==> config.mk <==
export PLATFORM = sky130hd
export DESIGN_NAME = altitude_hold_pid_throttle_flat
export DESIGN_NICKNAME = d
export VERILOG_FILES = /design/src/ahp_pkg.sv /design/src/ahp_ifs.sv /design/src/ahp_cfg_regs.sv /design/src/ahp_mul.sv /design/src/ahp_core.sv /design/src/altitude_hold_pid_throttle.sv /design/src/flat_wrapper.sv
export VERILOG_INCLUDE_DIRS = /design/src /design/src/src
export SDC_FILE = /design/constraint.sdc
export NUM_CORES = 2
export LEC_CHECK = 0
export BUFFER_PORTS_ARGS = -buffer_cell sky130_fd_sc_hd__clkbuf_2
export CAP_MARGIN = 20
export CORE_MARGIN = 5
export CORE_UTILIZATION = 65
export DETAILED_ROUTE_END_ITERATION = 16
export PLACE_DENSITY = 0.8
export SKIP_CTS_REPAIR_TIMING = 1
export SLEW_MARGIN = 10
export SYNTH_ARGS = -nofsm -noshare
export SYNTH_HDL_FRONTEND = slang
export SYNTH_SLANG_ARGS = --single-unit
==> constraint.sdc <==
create_clock -name clk_i -period 10.6 [get_ports clk_i]
set_input_delay 3.18 -clock clk_i [delete_from_list [all_inputs] [get_ports clk_i]]
set_output_delay 3.18 -clock clk_i [all_outputs]
set_load 0.01 [all_outputs]
==> src/altitude_hold_pid_throttle_defines.svh <==
`ifndef ALTITUDE_HOLD_PID_THROTTLE_DEFINES_SVH
`define ALTITUDE_HOLD_PID_THROTTLE_DEFINES_SVH

// same-cycle implication, checked on clk_i, off while in reset
`define AHP_ASSERT_NOW(label, ante, cons) \
  label: assert property (@(posedge clk_i) disable iff (!rst_ni) (ante) |-> (cons)) \
    else $error("ahp check failed");

// next-cycle implication, checked on clk_i, off while in reset
`define AHP_ASSERT_NEXT(label, ante, cons) \
  label: assert property (@(posedge clk_i) disable iff (!rst_ni) (ante) |=> (cons)) \
    else $error("ahp check failed");

`endif

==> src/ahp_pkg.sv <==
`timescale 1ns / 1ps

package ahp_pkg;

  // pulse widths in microseconds
  localparam logic [10:0] PwLow  = 11'd1000;
  localparam logic [10:0] PwHigh = 11'd2000;

  // throttle bounds in units of 2^-18 us
  localparam int ThrW = 44;
  localparam logic signed [ThrW-1:0] ThrLow  = 44'sd262144000;
  localparam logic signed [ThrW-1:0] ThrHigh = 44'sd524288000;

  // shared multiplier operand widths
  localparam int MulAW  = 33;
  localparam int MulBW  = 25;
  localparam int ProdW  = MulAW + MulBW;

  // configuration port
  localparam int CfgIdxW  = 4;
  localparam int CfgDataW = 32;

  localparam logic [CfgIdxW-1:0] RegArmDelay     = 4'd0;
  localparam logic [CfgIdxW-1:0] RegTargetHeight = 4'd1;
  localparam logic [CfgIdxW-1:0] RegRampRate     = 4'd2;
  localparam logic [CfgIdxW-1:0] RegHoverThrottle = 4'd3;
  localparam logic [CfgIdxW-1:0] RegGainP        = 4'd4;
  localparam logic [CfgIdxW-1:0] RegGainI        = 4'd5;
  localparam logic [CfgIdxW-1:0] RegGainD        = 4'd6;
  localparam logic [CfgIdxW-1:0] RegIntegralLimit = 4'd7;

  // register reset values
  localparam logic [31:0] RstArmDelay      = 32'd65536;
  localparam logic [22:0] RstTargetHeight  = 23'd2048;
  localparam logic [19:0] RstRampRate      = 20'd1024;
  localparam logic [10:0] RstHoverThrottle = 11'd1500;
  localparam logic [15:0] RstGainP         = 16'd25600;
  localparam logic [15:0] RstGainI         = 16'd5120;
  localparam logic [15:0] RstGainD         = 16'd12800;
  localparam logic [9:0]  RstIntegralLimit = 10'd200;

  // input command codes
  localparam logic CmdRestart = 1'b0;
  localparam logic CmdStep    = 1'b1;

  typedef struct packed {
    logic        cmd;
    logic [47:0] now_time;
    logic signed [23:0] height;
    logic signed [19:0] climb_speed;
    logic        is_armed;
    logic [15:0] step_time;
  } in_item_t;

  typedef struct packed {
    logic [10:0] throttle_us;
    logic [10:0] arm_us;
  } out_item_t;

  typedef struct packed {
    logic [31:0] arm_delay;
    logic [22:0] target_height;
    logic [19:0] ramp_rate;
    logic [10:0] hover_throttle;
    logic [15:0] gain_p;
    logic [15:0] gain_i;
    logic [15:0] gain_d;
    logic [9:0]  integral_limit;
  } cfg_t;

endpackage

==> src/ahp_ifs.sv <==
`timescale 1ns / 1ps

// input item channel
interface ahp_in_if;
  logic               valid;
  logic               ready;
  ahp_pkg::in_item_t  data;
  modport source (output valid, output data, input ready);
  modport sink (input valid, input data, output ready);
endinterface

// result item channel
interface ahp_out_if;
  logic               valid;
  logic               ready;
  ahp_pkg::out_item_t data;
  modport source (output valid, output data, input ready);
  modport sink (input valid, input data, output ready);
endinterface

// configuration write channel
interface ahp_cfg_if;
  logic                           valid;
  logic                           ready;
  logic [ahp_pkg::CfgIdxW-1:0]    index;
  logic [ahp_pkg::CfgDataW-1:0]   wdata;
  modport source (output valid, output index, output wdata, input ready);
  modport sink (input valid, input index, input wdata, output ready);
endinterface

==> src/ahp_cfg_regs.sv <==
`timescale 1ns / 1ps

module ahp_cfg_regs (
  input  logic                          clk_i,
  input  logic                          rst_ni,
  input  logic                          wr_en_i,
  input  logic [ahp_pkg::CfgIdxW-1:0]   wr_index_i,
  input  logic [ahp_pkg::CfgDataW-1:0]  wr_data_i,
  output ahp_pkg::cfg_t                 cfg_o
);

  ahp_pkg::cfg_t cfg_q;

  // register file, writes past the last index are dropped
  always_ff @(posedge clk_i or negedge rst_ni) begin
    if (!rst_ni) begin
      cfg_q.arm_delay      <= ahp_pkg::RstArmDelay;
      cfg_q.target_height  <= ahp_pkg::RstTargetHeight;
      cfg_q.ramp_rate      <= ahp_pkg::RstRampRate;
      cfg_q.hover_throttle <= ahp_pkg::RstHoverThrottle;
      cfg_q.gain_p         <= ahp_pkg::RstGainP;
      cfg_q.gain_i         <= ahp_pkg::RstGainI;
      cfg_q.gain_d         <= ahp_pkg::RstGainD;
      cfg_q.integral_limit <= ahp_pkg::RstIntegralLimit;
    end else if (wr_en_i) begin
      unique case (wr_index_i)
        ahp_pkg::RegArmDelay:      cfg_q.arm_delay      <= wr_data_i;
        ahp_pkg::RegTargetHeight:  cfg_q.target_height  <= wr_data_i[22:0];
        ahp_pkg::RegRampRate:      cfg_q.ramp_rate      <= wr_data_i[19:0];
        ahp_pkg::RegHoverThrottle: cfg_q.hover_throttle <= wr_data_i[10:0];
        ahp_pkg::RegGainP:         cfg_q.gain_p         <= wr_data_i[15:0];
        ahp_pkg::RegGainI:         cfg_q.gain_i         <= wr_data_i[15:0];
        ahp_pkg::RegGainD:         cfg_q.gain_d         <= wr_data_i[15:0];
        ahp_pkg::RegIntegralLimit: cfg_q.integral_limit <= wr_data_i[9:0];
        default: ;
      endcase
    end
  end

  assign cfg_o = cfg_q;

endmodule

==> src/ahp_mul.sv <==
`timescale 1ns / 1ps

module ahp_mul (
  input  logic                              clk_i,
  input  logic signed [ahp_pkg::MulAW-1:0]  op_a_i,
  input  logic signed [ahp_pkg::MulBW-1:0]  op_b_i,
  output logic signed [ahp_pkg::ProdW-1:0]  prod_o
);

  logic signed [ahp_pkg::ProdW-1:0] prod_d, prod_q;

  // signed product, registered
  assign prod_d = ahp_pkg::ProdW'(op_a_i) * ahp_pkg::ProdW'(op_b_i);

  always_ff @(posedge clk_i) begin
    prod_q <= prod_d;
  end

  assign prod_o = prod_q;

endmodule

==> src/ahp_core.sv <==
`timescale 1ns / 1ps

module ahp_core (
  input  logic                clk_i,
  input  logic                rst_ni,
  input  ahp_pkg::cfg_t       cfg_i,
  input  logic                in_valid_i,
  input  ahp_pkg::in_item_t   in_data_i,
  output logic                in_ready_o,
  output logic                out_valid_o,
  output ahp_pkg::out_item_t  out_data_o,
  input  logic                out_ready_i
);

  localparam logic [2:0] S_IDLE  = 3'd0;
  localparam logic [2:0] S_RAMP  = 3'd1;
  localparam logic [2:0] S_IGAIN = 3'd2;
  localparam logic [2:0] S_IERR  = 3'd3;
  localparam logic [2:0] S_PGAIN = 3'd4;
  localparam logic [2:0] S_DGAIN = 3'd5;
  localparam logic [2:0] S_SUM   = 3'd6;
  localparam logic [2:0] S_DONE  = 3'd7;

  localparam int ThrW = ahp_pkg::ThrW;

  logic [2:0] state_q, state_d;

  // controller state
  logic [47:0]        start_time_q;
  logic [22:0]        setpoint_q;
  logic signed [26:0] integral_q;

  // per-item registers
  logic [15:0]             dt_q;
  logic signed [23:0]      height_q;
  logic signed [19:0]      climb_q;
  logic                    arm_hi_q;
  logic                    force_low_q;
  logic signed [24:0]      err_q;
  logic signed [ThrW-1:0]  thr_q;

  logic                     out_valid_q;
  ahp_pkg::out_item_t       out_data_q;

  logic signed [ahp_pkg::MulAW-1:0] op_a;
  logic signed [ahp_pkg::MulBW-1:0] op_b;
  logic signed [ahp_pkg::ProdW-1:0] prod;

  logic        in_fire;
  logic [47:0] elapsed;
  logic        arm_hi;
  logic [23:0] sp_sum;
  logic [22:0] sp_new;
  logic signed [24:0] err_new;
  logic signed [39:0] i_inc;
  logic signed [40:0] acc_sum;
  logic signed [40:0] acc_lim;
  logic signed [26:0] acc_new;
  logic signed [ThrW-1:0] thr_clamped;
  logic        out_free;

  assign in_ready_o = (state_q == S_IDLE);
  assign in_fire    = in_valid_i && in_ready_o;
  assign out_free   = !out_valid_q || out_ready_i;

  // arm channel: elapsed time since restart against the delay, no wrap
  assign elapsed = in_data_i.now_time - start_time_q;
  assign arm_hi  = (in_data_i.now_time >= start_time_q) &&
                   (elapsed >= {16'd0, cfg_i.arm_delay});

  // setpoint ramp from the registered ramp_rate * dt product
  assign sp_sum  = {1'b0, setpoint_q} + {4'd0, prod[35:16]};
  assign sp_new  = (sp_sum > {1'b0, cfg_i.target_height}) ? cfg_i.target_height
                                                           : sp_sum[22:0];
  assign err_new = $signed({2'b00, sp_new}) - 25'(height_q);

  // integral: floor of product by 2^18, then clamp
  assign i_inc   = 40'(prod >>> 18);
  assign acc_sum = 41'(integral_q) + 41'(i_inc);
  assign acc_lim = $signed({15'd0, cfg_i.integral_limit, 16'd0});
  always_comb begin
    priority if (acc_sum > acc_lim) begin
      acc_new = acc_lim[26:0];
    end else if (acc_sum < -acc_lim) begin
      acc_new = 27'(-acc_lim);
    end else begin
      acc_new = acc_sum[26:0];
    end
  end

  // final throttle clamp
  always_comb begin
    priority if (thr_q < ahp_pkg::ThrLow) begin
      thr_clamped = ahp_pkg::ThrLow;
    end else if (thr_q > ahp_pkg::ThrHigh) begin
      thr_clamped = ahp_pkg::ThrHigh;
    end else begin
      thr_clamped = thr_q;
    end
  end

  // multiplier operand select per step
  always_comb begin
    op_a = '0;
    op_b = '0;
    unique case (state_q)
      S_RAMP: begin
        op_a = ahp_pkg::MulAW'(cfg_i.ramp_rate);
        op_b = ahp_pkg::MulBW'(dt_q);
      end
      S_IGAIN: begin
        op_a = ahp_pkg::MulAW'(cfg_i.gain_i);
        op_b = ahp_pkg::MulBW'(dt_q);
      end
      S_IERR: begin
        op_a = $signed({1'b0, prod[31:0]});
        op_b = err_q;
      end
      S_PGAIN: begin
        op_a = ahp_pkg::MulAW'(cfg_i.gain_p);
        op_b = err_q;
      end
      S_DGAIN: begin
        op_a = ahp_pkg::MulAW'(cfg_i.gain_d);
        op_b = ahp_pkg::MulBW'(climb_q);
      end
      default: ;
    endcase
  end

  ahp_mul u_mul (
    .clk_i  (clk_i),
    .op_a_i (op_a),
    .op_b_i (op_b),
    .prod_o (prod)
  );

  // sequencer
  always_comb begin
    state_d = state_q;
    unique case (state_q)
      S_IDLE: begin
        if (in_fire && (in_data_i.cmd == ahp_pkg::CmdStep)) begin
          state_d = in_data_i.is_armed ? S_RAMP : S_DONE;
        end
      end
      S_RAMP:  state_d = S_IGAIN;
      S_IGAIN: state_d = S_IERR;
      S_IERR:  state_d = S_PGAIN;
      S_PGAIN: state_d = S_DGAIN;
      S_DGAIN: state_d = S_SUM;
      S_SUM:   state_d = S_DONE;
      S_DONE: begin
        if (out_free) begin
          state_d = S_IDLE;
        end
      end
      default: state_d = S_IDLE;
    endcase
  end

  always_ff @(posedge clk_i or negedge rst_ni) begin
    if (!rst_ni) begin
      state_q      <= S_IDLE;
      start_time_q <= '0;
      setpoint_q   <= '0;
      integral_q   <= '0;
      out_valid_q  <= 1'b0;
    end else begin
      state_q <= state_d;
      // restart records the start time and clears setpoint and integral
      if (in_fire && (in_data_i.cmd == ahp_pkg::CmdRestart)) begin
        start_time_q <= in_data_i.now_time;
        setpoint_q   <= '0;
        integral_q   <= '0;
      end
      if (state_q == S_IGAIN) begin
        setpoint_q <= sp_new;
      end
      if (state_q == S_PGAIN) begin
        integral_q <= acc_new;
      end
      // result register
      if ((state_q == S_DONE) && out_free) begin
        out_valid_q <= 1'b1;
      end else if (out_ready_i) begin
        out_valid_q <= 1'b0;
      end
    end
  end

  // per-item datapath registers
  always_ff @(posedge clk_i) begin
    if (in_fire) begin
      dt_q        <= in_data_i.step_time;
      height_q    <= in_data_i.height;
      climb_q     <= in_data_i.climb_speed;
      arm_hi_q    <= arm_hi;
      force_low_q <= !in_data_i.is_armed;
      thr_q       <= $signed({15'd0, cfg_i.hover_throttle, 18'd0});
    end
    if (state_q == S_IGAIN) begin
      err_q <= err_new;
    end
    if (state_q == S_DGAIN) begin
      thr_q <= thr_q + $signed(prod[ThrW-1:0]) + (ThrW'(integral_q) <<< 2);
    end
    if (state_q == S_SUM) begin
      thr_q <= thr_q - prod[ThrW-1:0];
    end
    if ((state_q == S_DONE) && out_free) begin
      out_data_q.throttle_us <= force_low_q ? ahp_pkg::PwLow : thr_clamped[28:18];
      out_data_q.arm_us      <= arm_hi_q ? ahp_pkg::PwHigh : ahp_pkg::PwLow;
    end
  end

  assign out_valid_o = out_valid_q;
  assign out_data_o  = out_data_q;

endmodule

==> src/altitude_hold_pid_throttle.sv <==
`timescale 1ns / 1ps
// Altitude-hold throttle regulator with a clamped integral term.
// Channels: in_i takes items (cmd 0 restart, cmd 1 control step), out_o
// delivers one result per control step (throttle_us, arm_us), cfg_i writes
// the eight configuration registers by index; an index past the last
// register is accepted and dropped. cfg_i is always ready.
// A restart gives no result. An armed control step runs through the one
// shared 33x25 multiplier five times (ramp, integral gain by dt, by error,
// proportional, damping) plus a sum step and a clamp step. A disarmed step
// skips the multiplier. in_i is ready only while the sequencer is idle.
// The result sits in an output register; a new item is taken while it
// waits, and a step that finishes while out_o is stalled holds in its
// last cycle until the register frees up.
// Reset loads the register defaults and clears start time, setpoint,
// integral and the output valid.
`include "altitude_hold_pid_throttle_defines.svh"

module altitude_hold_pid_throttle (
  input  logic  clk_i,
  input  logic  rst_ni,
  ahp_in_if.sink     in_i,
  ahp_out_if.source  out_o,
  ahp_cfg_if.sink    cfg_i
);

  ahp_pkg::cfg_t cfg;

  // configuration registers
  assign cfg_i.ready = 1'b1;

  ahp_cfg_regs u_cfg (
    .clk_i      (clk_i),
    .rst_ni     (rst_ni),
    .wr_en_i    (cfg_i.valid),
    .wr_index_i (cfg_i.index),
    .wr_data_i  (cfg_i.wdata),
    .cfg_o      (cfg)
  );

  // sequencer and datapath
  ahp_core u_core (
    .clk_i       (clk_i),
    .rst_ni      (rst_ni),
    .cfg_i       (cfg),
    .in_valid_i  (in_i.valid),
    .in_data_i   (in_i.data),
    .in_ready_o  (in_i.ready),
    .out_valid_o (out_o.valid),
    .out_data_o  (out_o.data),
    .out_ready_i (out_o.ready)
  );

  // a control step keeps the block busy in the next cycle
  `AHP_ASSERT_NEXT(a_step_busy, in_i.valid && in_i.ready && (in_i.data.cmd == ahp_pkg::CmdStep), !in_i.ready)
  // a restart leaves in_i ready in the next cycle
  `AHP_ASSERT_NEXT(a_restart_quick, in_i.valid && in_i.ready && (in_i.data.cmd == ahp_pkg::CmdRestart), in_i.ready)
  // a new result only follows a busy cycle
  `AHP_ASSERT_NOW(a_result_after_busy, $rose(out_o.valid), $past(!in_i.ready))

endmodule
==> src/flat_wrapper.sv <==
// flat-port wrapper written by rule: the top's interface ports become plain ports
module altitude_hold_pid_throttle_flat 
  (clk_i, rst_ni, in_i_valid, in_i_data, in_i_ready, out_o_valid, out_o_data, out_o_ready, cfg_i_valid, cfg_i_index, cfg_i_wdata, cfg_i_ready);
  ahp_in_if in_i_i ();
  ahp_out_if out_o_i ();
  ahp_cfg_if cfg_i_i ();
  input  logic clk_i;
  input  logic rst_ni;
  input wire logic [$bits(in_i_i.valid)-1:0] in_i_valid;
  input wire logic [$bits(in_i_i.data)-1:0] in_i_data;
  output wire logic [$bits(in_i_i.ready)-1:0] in_i_ready;
  output wire logic [$bits(out_o_i.valid)-1:0] out_o_valid;
  output wire logic [$bits(out_o_i.data)-1:0] out_o_data;
  input wire logic [$bits(out_o_i.ready)-1:0] out_o_ready;
  input wire logic [$bits(cfg_i_i.valid)-1:0] cfg_i_valid;
  input wire logic [$bits(cfg_i_i.index)-1:0] cfg_i_index;
  input wire logic [$bits(cfg_i_i.wdata)-1:0] cfg_i_wdata;
  output wire logic [$bits(cfg_i_i.ready)-1:0] cfg_i_ready;
  assign in_i_i.valid = in_i_valid;
  assign in_i_i.data = in_i_data;
  assign in_i_ready = in_i_i.ready;
  assign out_o_valid = out_o_i.valid;
  assign out_o_data = out_o_i.data;
  assign out_o_i.ready = out_o_ready;
  assign cfg_i_i.valid = cfg_i_valid;
  assign cfg_i_i.index = cfg_i_index;
  assign cfg_i_i.wdata = cfg_i_wdata;
  assign cfg_i_ready = cfg_i_i.ready;
  altitude_hold_pid_throttle u_core (.clk_i(clk_i), .rst_ni(rst_ni), .in_i(in_i_i), .out_o(out_o_i), .cfg_i(cfg_i_i));
endmodule
Word-level counts from Yosys, hierarchy flattened
Cells that the tools add are included.
{ "word_totals": {"regBits": 457, "out_inout_bits": 25} }
{ "classes": {"n_addsub": 8, "multipliers": 1, "magnitude_cmp": 7, "n_eq_ne": 16, "mux": 20, "bitwise_logic": 1, "n_reduce_logical": 27} }
{ "op_table": {"columns": ["cell", "n"], "rows": [
  ["one-hot mux 32 bit (5 select lines)", 1],
  ["2-to-1 mux 44 bit", 3],
  ["2-to-1 mux 27 bit", 4],
  ["one-hot mux 25 bit (3 select lines)", 1],
  ["2-to-1 mux 23 bit", 3],
  ["multiplier 33 x 25 -> 58 bit", 1],
  ["greater-or-equal comparator 48 x 32 -> 1 bit", 1],
  ["greater-or-equal comparator 48 bit", 1],
  ["subtractor 48 bit", 1],
  ["adder 44 x 29 -> 44 bit", 1],
  ["adder 44 bit", 1],
  ["> comparator 44 x 30 -> 1 bit (second input constant)", 1],
  ["< comparator 44 x 29 -> 1 bit (second input constant)", 1],
  ["subtractor 44 bit", 1],
  ["adder 27 x 40 -> 41 bit", 1],
  ["> comparator 41 x 27 -> 1 bit", 1],
  ["< comparator 41 bit", 1],
  ["negation 26 -> 41 bit", 1],
  ["2-to-1 mux 29 bit", 1],
  ["subtractor 24 x 24 -> 25 bit", 1],
  ["adder 23 x 20 -> 24 bit", 1],
  ["> comparator 24 x 23 -> 1 bit", 1],
  ["one-hot mux 3 bit (8 select lines)", 1],
  ["AND reduction 2 bit", 9],
  ["other kinds (21)", 41]
]} }

Longest topological paths before layout
{ "logic_depth": {"depth_word": 5, "mapped_depth": 34, "depth_no_buf": 33} }

Hierarchy
Synthesis repeated with hierarchy kept, for this count alone.
{ "unflattened": {"hier_cells": 6491, "hier_area_um2": 61143.6} }
{ "by_module_without_submodules": {"columns": ["mod", "instances", "cells_per_inst", "area_per_inst_um2", "seq_area_each_um2"], "rows": [
  ["ahp_mul", 1, 3150, 29894.9, 1161.1],
  ["ahp_core", 1, 3026, 25771.0, 6876.6],
  ["ahp_cfg_regs", 1, 313, 5466.5, 3629.7],
  ["altitude_hold_pid_throttle", 1, 2, 11.3, 0.0]
]} }

Least setup slack after synthesis
No wires, ideal clock.
{ "synth_path": {"path_type": "register to register", "start": "reg u_core.u_core.state_q[0]", "end": "reg u_core.u_core.u_mul.prod_q (netlist bit u_core.u_core.u_mul.prod_o[57])", "t_arrival_ns": 8.785, "path_slack_ns": 1.695, "stages_incl_launch_ff": 33, "n_path_buf": 5, "synth_period_minus_slack_ns": 8.905, "path_cell_list": "dfrtp_1 clkbuf_1 clkbuf_1 clkbuf_1 mux2i_1 o22ai_1 clkbuf_1 nand2_1 fa_1 inv_1 fa_1 inv_1 fa_1 fa_1 inv_1 fa_1 fa_1 inv_1 fa_1 inv_1 ha_1 clkbuf_1 and2_1 a31oi_1 or3_1 a211o_1 and3_1 o31ai_1 a41oi_1 o211ai_1 a211o_1 a21oi_1 xnor2_1"} }
{ "synth_between": {"elab_chain_len": 4, "word_cells_on_any_way": 10} }
{ "synth_rtl": {"columns": ["element", "line_no", "text"], "rows": [
  ["from (decl)", "ahp_core.sv:26", "logic [2:0] state_q, state_d;"],
  ["from (signal assigned)", "ahp_core.sv:170", "state_q <= state_d;"],
  ["equality test 3 bit (tied with other cells)", "ahp_core.sv:106", "unique case (state_q)"],
  ["OR reduction 2 bit (no line)", null, null],
  ["one-hot mux 25 bit (3 select lines)", "ahp_core.sv:106", null],
  ["multiplier 33 x 25 -> 58 bit (*)", "ahp_mul.sv:13", "assign prod_d = ahp_pkg::ProdW'(op_a_i) * ahp_pkg::ProdW'(op_b_i);"],
  ["named net u_core.u_core.u_mul.prod_d (one bit)", "ahp_mul.sv:10", "logic signed [ahp_pkg::ProdW-1:0] prod_d, prod_q;"],
  ["to (signal assigned)", "ahp_mul.sv:16", "prod_q <= prod_d;"],
  ["to (decl)", "ahp_mul.sv:10", null]
]} }
The timed path passes the listed nets; every way through them passes the cells marked *.
A chain may end at the register's enable or synchronous reset.

Worst setup path in the final report
{ "layout_path": {"start": "reg u_core.u_core.state_q[0]", "end": "reg u_core.u_core.u_mul.prod_q (netlist bit u_core.u_core.u_mul.prod_o[55])"} }
The elaborated chain is that of the path after synthesis.

==> results.txt <==
Final nets: 7822
Initial Utilization: 65.4%
Setup crit start: u_core.u_core.state_q[0]$_DFFE_PN0P_
Die Height: 308 um
vias per std cell: 6.38
crit path time final: 10.11 ns
initial DRC count: 5455
WHS Path Cells: 0
cell repeated most along the worst path: fa_1
Final Util: 69.7%
worst path required time: 11.08 ns
hold crit path type: flip-flop to flip-flop
I/O pin cnt: 176
Root Driver: clkbuf_16
worst-case clock skew: 0.0362 ns
Core Footprint: 88200 um2
CTS tree: yes
Clock Latency Late Sink: 0.63 ns
cell taking the most area after synthesis: fa_1
Warnings, synthesis: 0
RD Place Congestion: 1.05
DR vias: 48500
synthesized area: 57700 um2
maximum clock path buffer count: 3
worst slew pin tran: 1.16 ns
CP max FO: 21
RSZ-0062 raised after global routing: no
ranking of synthesized cells by area: fa_1, ha_1, dfrtp_1
Slew HR: 21.9%
number of core rows: 109
max incr delay on CP: 0.76 ns
Post-synth EDFFs: 144
Reg clk slew, reported paths: 0.06 ns
#FFs+latches synth: 448
Mapped Avg Cell Area: 9.09 um2
Syn Inst Count: 6345
vias in the first global route: 48900
Max Slew Vio Count: 0
Fmax: 98.9 MHz
max cap viols: 0
Reg2Reg Depth: 30
Final Hold Fails: 0
critical path arrival: 10.59 ns
H-tree depth: 2
sequential cell area fraction in the yosys report: 20.2%
Netlist cell types: 90
drt total wl: 185 mm
DIE AREA: 94800 um2
Cells after DPL: 7518
Setup Viol. Count Final: 0
final worst path period share: 95.4%
GRT Util Overall: 39.0%
worst r2r src: u_core.u_core.state_q[0]$_DFFE_PN0P_
GRT overflow: 0
top cells by count, synth: inv_1, fa_1, nand2_1
initial antenna violation count: 8
Async SR Flop Fraction: 54.9%
Num CTS Buffers: 46
CTS Sinks: 448
die width: 308 um
WL/cell: 24.4 um
Setup CP Type: flip-flop to flip-flop
pin count of the biggest net entering global routing: 127
Port Buffers: 167
CP max stage cell: and2_0
layout cells sized above 1: 9.43%
Final ANT Viol Nets: 0
DP Wirelength: 148 mm
P&R area growth vs syn: 6.59%
post-route insts no fill: 7605
fillcell total: 6903
Antenna Cells: 0
final setup TNS: 0 ns
CP Capture Type: flip-flop
most frequent cell after synthesis: inv_1
hold_sp: u_core.u_core.arm_hi_q$_DFFE_PP_
prevailing post-synth register cell: dfrtp_1
DR pass1 iterations: 8
drt drc: 0
Synth top area share: 25.5%
crit path launch type: flip-flop
first-pass GRT wire length: 284 mm
status: completed
## worst max-delay path, delay by kind of cell, from the launching register on
kind	cells	cell delay [ns]
compound gates	9	2.61
fa+ha+maj	8	3.95
flops	1	0.47
buf+inv	7	0.98
simple gates	6	1.93
## path summary, 6_finish.rpt
path / end / slack, ns
max: u_core.u_core.u_mul.prod_o[55]$_DFF_P_ / 0.49
min: u_core.u_core.out_data_o[4]$_DFFE_PP_ / 0.49
max reg2reg: u_core.u_core.u_mul.prod_o[55]$_DFF_P_ / 0.49
min reg2reg: u_core.u_core.out_data_o[4]$_DFFE_PP_ / 0.49
max in group asynchronous: u_core.u_core.state_q[2]$_DFFE_PN0P_ / 6.41
min in group asynchronous: u_core.u_cfg.cfg_o[141]$_DFFE_PN0P_ / 2.66
## area by class of cell
| cell class | instances | area, um2 | share of cell area, % |
|---|---|---|---|
| clock buffer | 71 | 1360 | 2.21 |
| inverter | 986 | 3700 | 6.02 |
| sequential | 448 | 11700 | 19.0 |
| multi-input combinational | 4645 | 41400 | 67.4 |
| clock inverter | 15 | 179 | 0.291 |
| timing repair buffer | 275 | 1680 | 2.73 |
| tap | 1165 | 1460 | 2.37 |
## state kept, by name, summed over array words and instances (netlist names)
name,cells
u_core.u_cfg.cfg_o,144
u_core.u_core.u_mul.prod_o,58
u_core.u_core.start_time_q,48
u_core.u_core.thr_q,44
u_core.u_core.integral_q,27
u_core.u_core.err_q,25
u_core.u_core.height_q,24
u_core.u_core.setpoint_q,23
u_core.u_core.climb_q,20
u_core.u_core.dt_q,16
u_core.u_core.out_data_o,13
u_core.u_core.state_q,3
u_core.u_core.arm_hi_q,1
u_core.u_core.force_low_q,1
u_core.u_core.out_valid_o,1
## layer usage
layer	GRT usage, %	vias to the layer above	routed length (um)
li1	-	21100	-
met1	51.3	23600	68200
met2	60.2	2969	81100
met3	10.1	798	22800
met4	20.5	6	13200
met5	0	-	40
## placed cells by master (no fill, tap or decap), types with 107 or more instances in the layout
cell type,count
a21o_1,125
a21oi_1,279
buf_4,107
clkbuf_2,166
dfrtp_1,222
edfxtp_1,144
fa_1,734
ha_1,535
inv_1,985
mux2_2,178
nand2_1,720
nor2_1,555
o21ai_0,240
xnor2_1,138
## cell families (layout without fill, tap and decap cells)
logic type	after synthesis	in the layout	share of synthesized area, %
buf+inv	1258	1347	8.27
other cells	2	8	0.0130
simple gates	1740	1740	13.2
compound gates	1176	1176	13.5
fa+ha+maj	1269	1269	37.1
mux	216	216	4.13
xor+xnor	236	236	3.58
flops	448	448	20.2
## through the flow
| stage | area (um2) | setup slack, ns | hold slack, ns |
|---|---|---|---|
| final | 61500 | 0.489 | 0.492 |
| after global routing | 61500 | 0.152 | 0.493 |
| after CTS | 61500 | 0.639 | 0.492 |
| after detailed placement | 59900 | 0.664 | 0.482 |
| after global placement | 59900 | 0.937 | 0.483 |
| after floorplan | 57700 | 1.69 | 0.426 |
Power is left out: the tool's default activity adds up to more than one toggle a clock period on the data nets, which glitch-free logic cannot reach.
